[src/sv/kwh_pkg.sv]
package kwh_pkg;

  localparam int unsigned CH_W    = 8;
  localparam int unsigned HASH_W  = 32;
  localparam int unsigned KIND_W  = 4;
  localparam int unsigned OLEN_W  = 8;
  localparam int unsigned KW_COUNT = 12;

  localparam logic [HASH_W-1:0] FNV_BASIS = 32'd2166136261;
  localparam logic [HASH_W-1:0] FNV_PRIME = 32'd16777619;

  typedef logic [KIND_W-1:0] kind_t;

  localparam kind_t KIND_IDENT  = 4'd0;
  localparam kind_t KIND_IF     = 4'd1;
  localparam kind_t KIND_ENUM   = 4'd2;
  localparam kind_t KIND_FOR    = 4'd3;
  localparam kind_t KIND_WHILE  = 4'd4;
  localparam kind_t KIND_VOID   = 4'd5;
  localparam kind_t KIND_BOOL   = 4'd6;
  localparam kind_t KIND_CHAR   = 4'd7;
  localparam kind_t KIND_INT    = 4'd8;
  localparam kind_t KIND_FLOAT  = 4'd9;
  localparam kind_t KIND_DOUBLE = 4'd10;
  localparam kind_t KIND_RETURN = 4'd11;
  localparam kind_t KIND_ELSE   = 4'd12;

  typedef struct packed {
    logic flush;
    logic begin_req;
  } in_user_t;

  typedef struct packed {
    logic [6:0]        pad;
    logic              length_clipped;
    logic [OLEN_W-1:0] word_length;
    logic [HASH_W-1:0] word_hash;
  } out_data_t;

  function automatic logic [HASH_W-1:0] fnv_step(input logic [HASH_W-1:0] h,
                                                 input logic [CH_W-1:0] b);
    logic [HASH_W-1:0] x;
    x = h ^ {{(HASH_W-CH_W){1'b0}}, b};
    return x * FNV_PRIME;
  endfunction

  // text right-justified, first character in the highest used byte
  function automatic logic [HASH_W-1:0] fnv_text(input logic [47:0] txt,
                                                 input int unsigned n);
    logic [HASH_W-1:0] h;
    h = FNV_BASIS;
    for (int unsigned i = 0; i < n; i++) begin
      h = fnv_step(h, txt[8*(n-1-i) +: 8]);
    end
    return h;
  endfunction

  localparam logic [HASH_W-1:0] KW_HASH [KW_COUNT] = '{
    fnv_text(48'("if"), 2),
    fnv_text(48'("enum"), 4),
    fnv_text(48'("for"), 3),
    fnv_text(48'("while"), 5),
    fnv_text(48'("void"), 4),
    fnv_text(48'("bool"), 4),
    fnv_text(48'("char"), 4),
    fnv_text(48'("int"), 3),
    fnv_text(48'("float"), 5),
    fnv_text(48'("double"), 6),
    fnv_text(48'("return"), 6),
    fnv_text(48'("else"), 4)
  };

  function automatic kind_t classify(input logic [HASH_W-1:0] h);
    kind_t k;
    k = KIND_IDENT;
    for (int i = KW_COUNT - 1; i >= 0; i--) begin
      if (KW_HASH[i] == h) begin
        k = KIND_W'(i + 1);
      end
    end
    return k;
  endfunction

  function automatic logic is_word_byte(input logic [CH_W-1:0] c);
    return (c >= "A" && c <= "Z") || (c >= "a" && c <= "z") ||
           (c >= "0" && c <= "9") || (c == "_");
  endfunction

endpackage

[src/sv/keyword_hash_recognizer_top.sv]
// channel   dir  tdata                          tuser
// s_axis    in   ch[7:0]                        begin_req[0] flush[1]
// m_axis    out  word_hash[31:0] word_length    kind[3:0]
//                [39:32] length_clipped[40]
// one input beat per cycle unless stalled; the beat that closes a word passes the
// input register, then the word's result goes to the result register
// the hash loop is one xor and one constant multiply on the running hash
// rst_ni clears the word state to the offset basis and empties both stages
// a stalled result holds the pipeline; s_axis_tready stays high while the
// result register is free or being taken
module keyword_hash_recognizer_top #(
  parameter int unsigned LENGTH_MAX = 255
) (
  input  logic                        clk_i,
  input  logic                        rst_ni,
  input  logic                        s_axis_tvalid,
  output logic                        s_axis_tready,
  input  logic [7:0]                  s_axis_tdata,   // ch
  input  kwh_pkg::in_user_t           s_axis_tuser,   // begin_req, flush
  output logic                        m_axis_tvalid,
  input  logic                        m_axis_tready,
  output kwh_pkg::out_data_t          m_axis_tdata,   // word_hash, word_length,
                                                      // length_clipped, zero pad
  output kwh_pkg::kind_t              m_axis_tuser    // kind
);
  import kwh_pkg::*;

  localparam int unsigned LEN_W = $clog2(LENGTH_MAX + 1);

  logic              in_vld_q, in_vld_d;
  logic [CH_W-1:0]   in_ch_q;
  in_user_t          in_user_q;

  logic              open_q, open_d;
  logic [HASH_W-1:0] hash_q, hash_d;
  logic [LEN_W-1:0]  len_q, len_d;
  logic              ovf_q, ovf_d;

  logic              out_vld_q, out_vld_d;
  out_data_t         out_data_q;
  kind_t             out_kind_q;

  logic advance;
  logic take_in;
  logic emit;

  assign advance       = !out_vld_q || m_axis_tready;
  assign s_axis_tready = !in_vld_q || advance;
  assign take_in       = s_axis_tvalid && s_axis_tready;
  assign in_vld_d      = take_in ? 1'b1 : (advance ? 1'b0 : in_vld_q);

  always_comb begin
    open_d = open_q;
    hash_d = hash_q;
    len_d  = len_q;
    ovf_d  = ovf_q;
    emit   = 1'b0;
    if (in_vld_q && advance) begin
      if (in_user_q.flush) begin
        if (open_q) begin
          emit   = 1'b1;
          open_d = 1'b0;
          hash_d = FNV_BASIS;
          len_d  = '0;
          ovf_d  = 1'b0;
        end
      end else if (in_user_q.begin_req) begin
        emit   = open_q;
        open_d = 1'b1;
        hash_d = fnv_step(FNV_BASIS, in_ch_q);
        len_d  = LEN_W'(1);
        ovf_d  = 1'b0;
      end else if (open_q) begin
        if (is_word_byte(in_ch_q)) begin
          hash_d = fnv_step(hash_q, in_ch_q);
          if (len_q < LEN_W'(LENGTH_MAX)) begin
            len_d = len_q + LEN_W'(1);
          end else begin
            ovf_d = 1'b1;
          end
        end else begin
          emit   = 1'b1;
          open_d = 1'b0;
          hash_d = FNV_BASIS;
          len_d  = '0;
          ovf_d  = 1'b0;
        end
      end
    end
  end

  assign out_vld_d = emit ? 1'b1 : (m_axis_tready ? 1'b0 : out_vld_q);

  always_ff @(posedge clk_i or negedge rst_ni) begin
    if (!rst_ni) begin
      in_vld_q  <= 1'b0;
      out_vld_q <= 1'b0;
      open_q    <= 1'b0;
      hash_q    <= FNV_BASIS;
      len_q     <= '0;
      ovf_q     <= 1'b0;
    end else begin
      in_vld_q  <= in_vld_d;
      out_vld_q <= out_vld_d;
      open_q    <= open_d;
      hash_q    <= hash_d;
      len_q     <= len_d;
      ovf_q     <= ovf_d;
    end
  end

  always_ff @(posedge clk_i) begin
    if (take_in) begin
      in_ch_q   <= s_axis_tdata;
      in_user_q <= s_axis_tuser;
    end
    if (emit) begin
      out_data_q.pad            <= '0;
      out_data_q.length_clipped <= ovf_q;
      out_data_q.word_length    <= OLEN_W'(len_q);
      out_data_q.word_hash      <= hash_q;
      out_kind_q                <= classify(hash_q);
    end
  end

  assign m_axis_tvalid = out_vld_q;
  assign m_axis_tdata  = out_data_q;
  assign m_axis_tuser  = out_kind_q;

endmodule

[config.mk]
export PLATFORM = sky130hd
export DESIGN_NAME = keyword_hash_recognizer_top
export DESIGN_NICKNAME = d
export VERILOG_FILES = /design/src/sv/kwh_pkg.sv /design/src/sv/keyword_hash_recognizer_top.sv
export SDC_FILE = /design/constraint.sdc
export NUM_CORES = 1
export LEC_CHECK = 0
export CORE_ASPECT_RATIO = 0.5
export CORE_MARGIN = 4
export CORE_UTILIZATION = 64
export CTS_CLUSTER_DIAMETER = 100
export DETAILED_ROUTE_END_ITERATION = 10
export DONT_BUFFER_PORTS = 1
export PLACE_DENSITY = 0.8
export SLEW_MARGIN = 20
export SYNTH_ARGS = -nofsm -noshare
export SYNTH_HDL_FRONTEND = slang
export SYNTH_SLANG_ARGS = --single-unit
[constraint.sdc]
create_clock -name clk_i -period 7.9 [get_ports clk_i]
set_input_delay 1.58 -clock clk_i [delete_from_list [all_inputs] [get_ports clk_i]]
set_output_delay 1.58 -clock clk_i [all_outputs]
set_load 0.005 [all_outputs]
==> results.json <==
{
  "viasPerCell": 6.20,
  "totalWireLength_um": 35500,
  "crit_chain": "xor2_1 > ha_1 > ha_1 > fa_1 > ha_1 > fa_1 > ha_1 > inv_1 > fa_1 > inv_1 > ha_1 > a21o_1 > a21o_1 > a21oi_1 > nand2_1 > a221oi_1 > mux2_2 > nor2_1",
  "synth_cell_types": 90,
  "synth.most_common_cell": "ha_1",
  "drtAntennaViolNets": 0,
  "fillCellCount": 1552,
  "synth_cells": 1337,
  "worstMarginPinSlew_ns": 0.708,
  "cts_resized": 0,
  "status": "completed",
  "n_antenna_cell": 0,
  "grt_start_max_net_pins": 45,
  "ys_seq_area_frac": 0.211,
  "timing.final.crit_share": 0.780,
  "grtUsageTotal": 0.319,
  "seqCellArea_um2": 2770,
  "crit_top_cell": "ha_1",
  "final_nets": 1743,
  "syn_area_um2": 13100,
  "fmax_mhz": 162,
  "crit_family": "adder cells",
  "grt_pass1_wl_um": 55400,
  "clockRootBuffer": "clkbuf_16",
  "ys.warnings.count": 0,
  "cp_data_required_time_ns": 8.22,
  "gp_congestion": 0.984,
  "crit_slowest_cell": "dfstp_2",
  "initial_core_util": 0.663,
  "synth_ff_type": "edfxtp_1",
  "num_rows": 36,
  "io_pins": 68,
  "drive_gt1_frac": 0.0495,
  "grt_remaining_overflow": 0,
  "ys_ff_latch": 99,
  "portBuffers": 0,
  "relSlewSlack": 0.526,
  "cpPeakStageDelay_ns": 0.70,
  "hold_viol": 0,
  "antenna_found_initial": 0,
  "fin_skew_ns": 0.0185,
  "die_y_um": 109,
  "synth_common_cells": "ha_1, inv_1, fa_1",
  "drv_slew": 0,
  "async_flop_share": 0.444,
  "worst_setup_path_end_kind": "register",
  "drtPass1Iterations": 5,
  "die_w_um": 210,
  "synth.top_cell.area_share": 0.300,
  "multi_input_area_um2": 9200,
  "worstSetupStartpointType": "register",
  "fin_crit_ns": 6.16,
  "numCtsBuffers": 9,
  "hpwl_um": 28900,
  "cts_tree": "done",
  "clk_pin_slew_ns": 0.09,
  "core-area_um2": 19800,
  "drc_errors": 0,
  "hold_class": "register to register",
  "setup_tns_ns": 0,
  "drtIter0Drc": 926,
  "path_max_fanout": 10,
  "place_inst": 1584,
  "synth_edf_count": 55,
  "path_buf_inv": 2,
  "cp.arrival_ns": 6.48,
  "final_area_um2": 13700,
  "setup_violations": 0,
  "clk_path_buf_depth": 2,
  "syn_to_final_growth_pct": 4.16,
  "final_cells": 1600,
  "postCtsSetupBuffers": 0,
  "dr_total_vias": 9923,
  "syn_area_per_cell_um2": 9.81,
  "synth_area_leaders": "ha_1, fa_1, edfxtp_1, inv_1, dfrtp_1",
  "hold_buffers": 0,
  "cap_violations": 0,
  "grt_pass1_vias": 9919,
  "placed_cell_area_um2": 13300,
  "rsz0062_at_grt": "no",
  "h-tree-depth": 3,
  "wl_per_cell_um": 22.2,
  "cts.sink_count": 99,
  "path_class": "register to register",
  "synth_top_cell_by_area": "ha_1",
  "clock_latency_ns": 0.39,
  "dieArea_um2": 23000
}
-- worst register-to-register path, delay by kind of cell (launching register included) --
family	cells	cell delay [ns]
AO/OA/AOI/OAI	4	1.01
XOR/XNOR	1	0.55
adder cells (fa/ha/maj)	8	3.05
buffers and inverters	2	0.10
flip-flops	1	0.70
multiplexers	1	0.38
AND/OR/NAND/NOR	2	0.30
-- registers in the layout, summed over array words and instances (netlist names), 2 cells and up --
register / cells
m_axis_tdata: 41
in_user_q: 2
len_q: 8
m_axis_tuser: 4
in_ch_q: 8
hash_q: 32
-- layout make-up --
type	instances	area share
clock buffers	9	0.0165
flip-flops and latches	99	0.203
repair buffers	4	0.00220
well taps	266	0.0244
multi-input cells	945	0.673
inverters	270	0.0742
clock inverters	7	0.00650
-- layer usage --
layer / track usage / vias to the layer above / share of wire
met5: 0 / - / 0
met4: 0.0828 / 0 / 0.023
met3: 0.0770 / 69 / 0.11
met2: 0.494 / 483 / 0.43
met1: 0.453 / 4841 / 0.44
li1: - / 4530 / -
-- metrics by stage --
step | hold WS (ns) | util | worst slack [ns]
2_1_floorplan | 0.423 | - | 2.33
3_3_place_gp | 0.452 | 0.675 | 2.01
3_5_place_dp | 0.451 | 0.675 | 1.92
4_1_cts | 0.480 | 0.691 | 1.80
5_1_grt | 0.482 | 0.691 | 1.55
6_report | 0.489 | 0.691 | 1.74
-- path summary, 6_finish.rpt --
path                                        from                         end  slack, ns  depth (start not counted)
hold / removal                 ovf_q$_DFFE_PN0P_  m_axis_tdata[40]$_DFFE_PP_       0.49                          0
min in group asynchronous                 rst_ni      hash_q[27]$_DFFE_PN0P_       0.89                          0
max in group asynchronous                 rst_ni      hash_q[10]$_DFFE_PN1P_       6.81                          0
setup / recovery           hash_q[6]$_DFFE_PN1P_      hash_q[24]$_DFFE_PN1P_       1.74                         18
hold reg to reg                ovf_q$_DFFE_PN0P_  m_axis_tdata[40]$_DFFE_PP_       0.49                          0
setup reg to reg           hash_q[6]$_DFFE_PN1P_      hash_q[24]$_DFFE_PN1P_       1.74                         18
-- logic make-up after synthesis --
logic type               Yosys count  share of synthesized area
XOR/XNOR                          75                     0.0501
AO/OA/AOI/OAI                    206                      0.110
multiplexers                       3                    0.00239
flip-flops                        99                      0.211
other                              1                   0.000286
adder cells (fa/ha/maj)          400                      0.431
AND/OR/NAND/NOR                  254                      0.105
buffers and inverters            299                     0.0897
-- placed cells by master (no fill, tap or decap), types with 14 or more instances in the layout --
cell type,n
ha_1,314
inv_1,270
fa_1,86
nand2_1,59
edfxtp_1,55
nor2_1,45
a21oi_1,45
xor2_1,38
o21ai_0,38
xnor2_1,37
dfrtp_1,30
nand3_1,29
nor3_1,19
nand4_1,15
a21o_1,14
dfstp_2,14
Power is left out: the tool's default activity adds up to more than one toggle a clock period on the data nets, which glitch-free logic cannot reach.
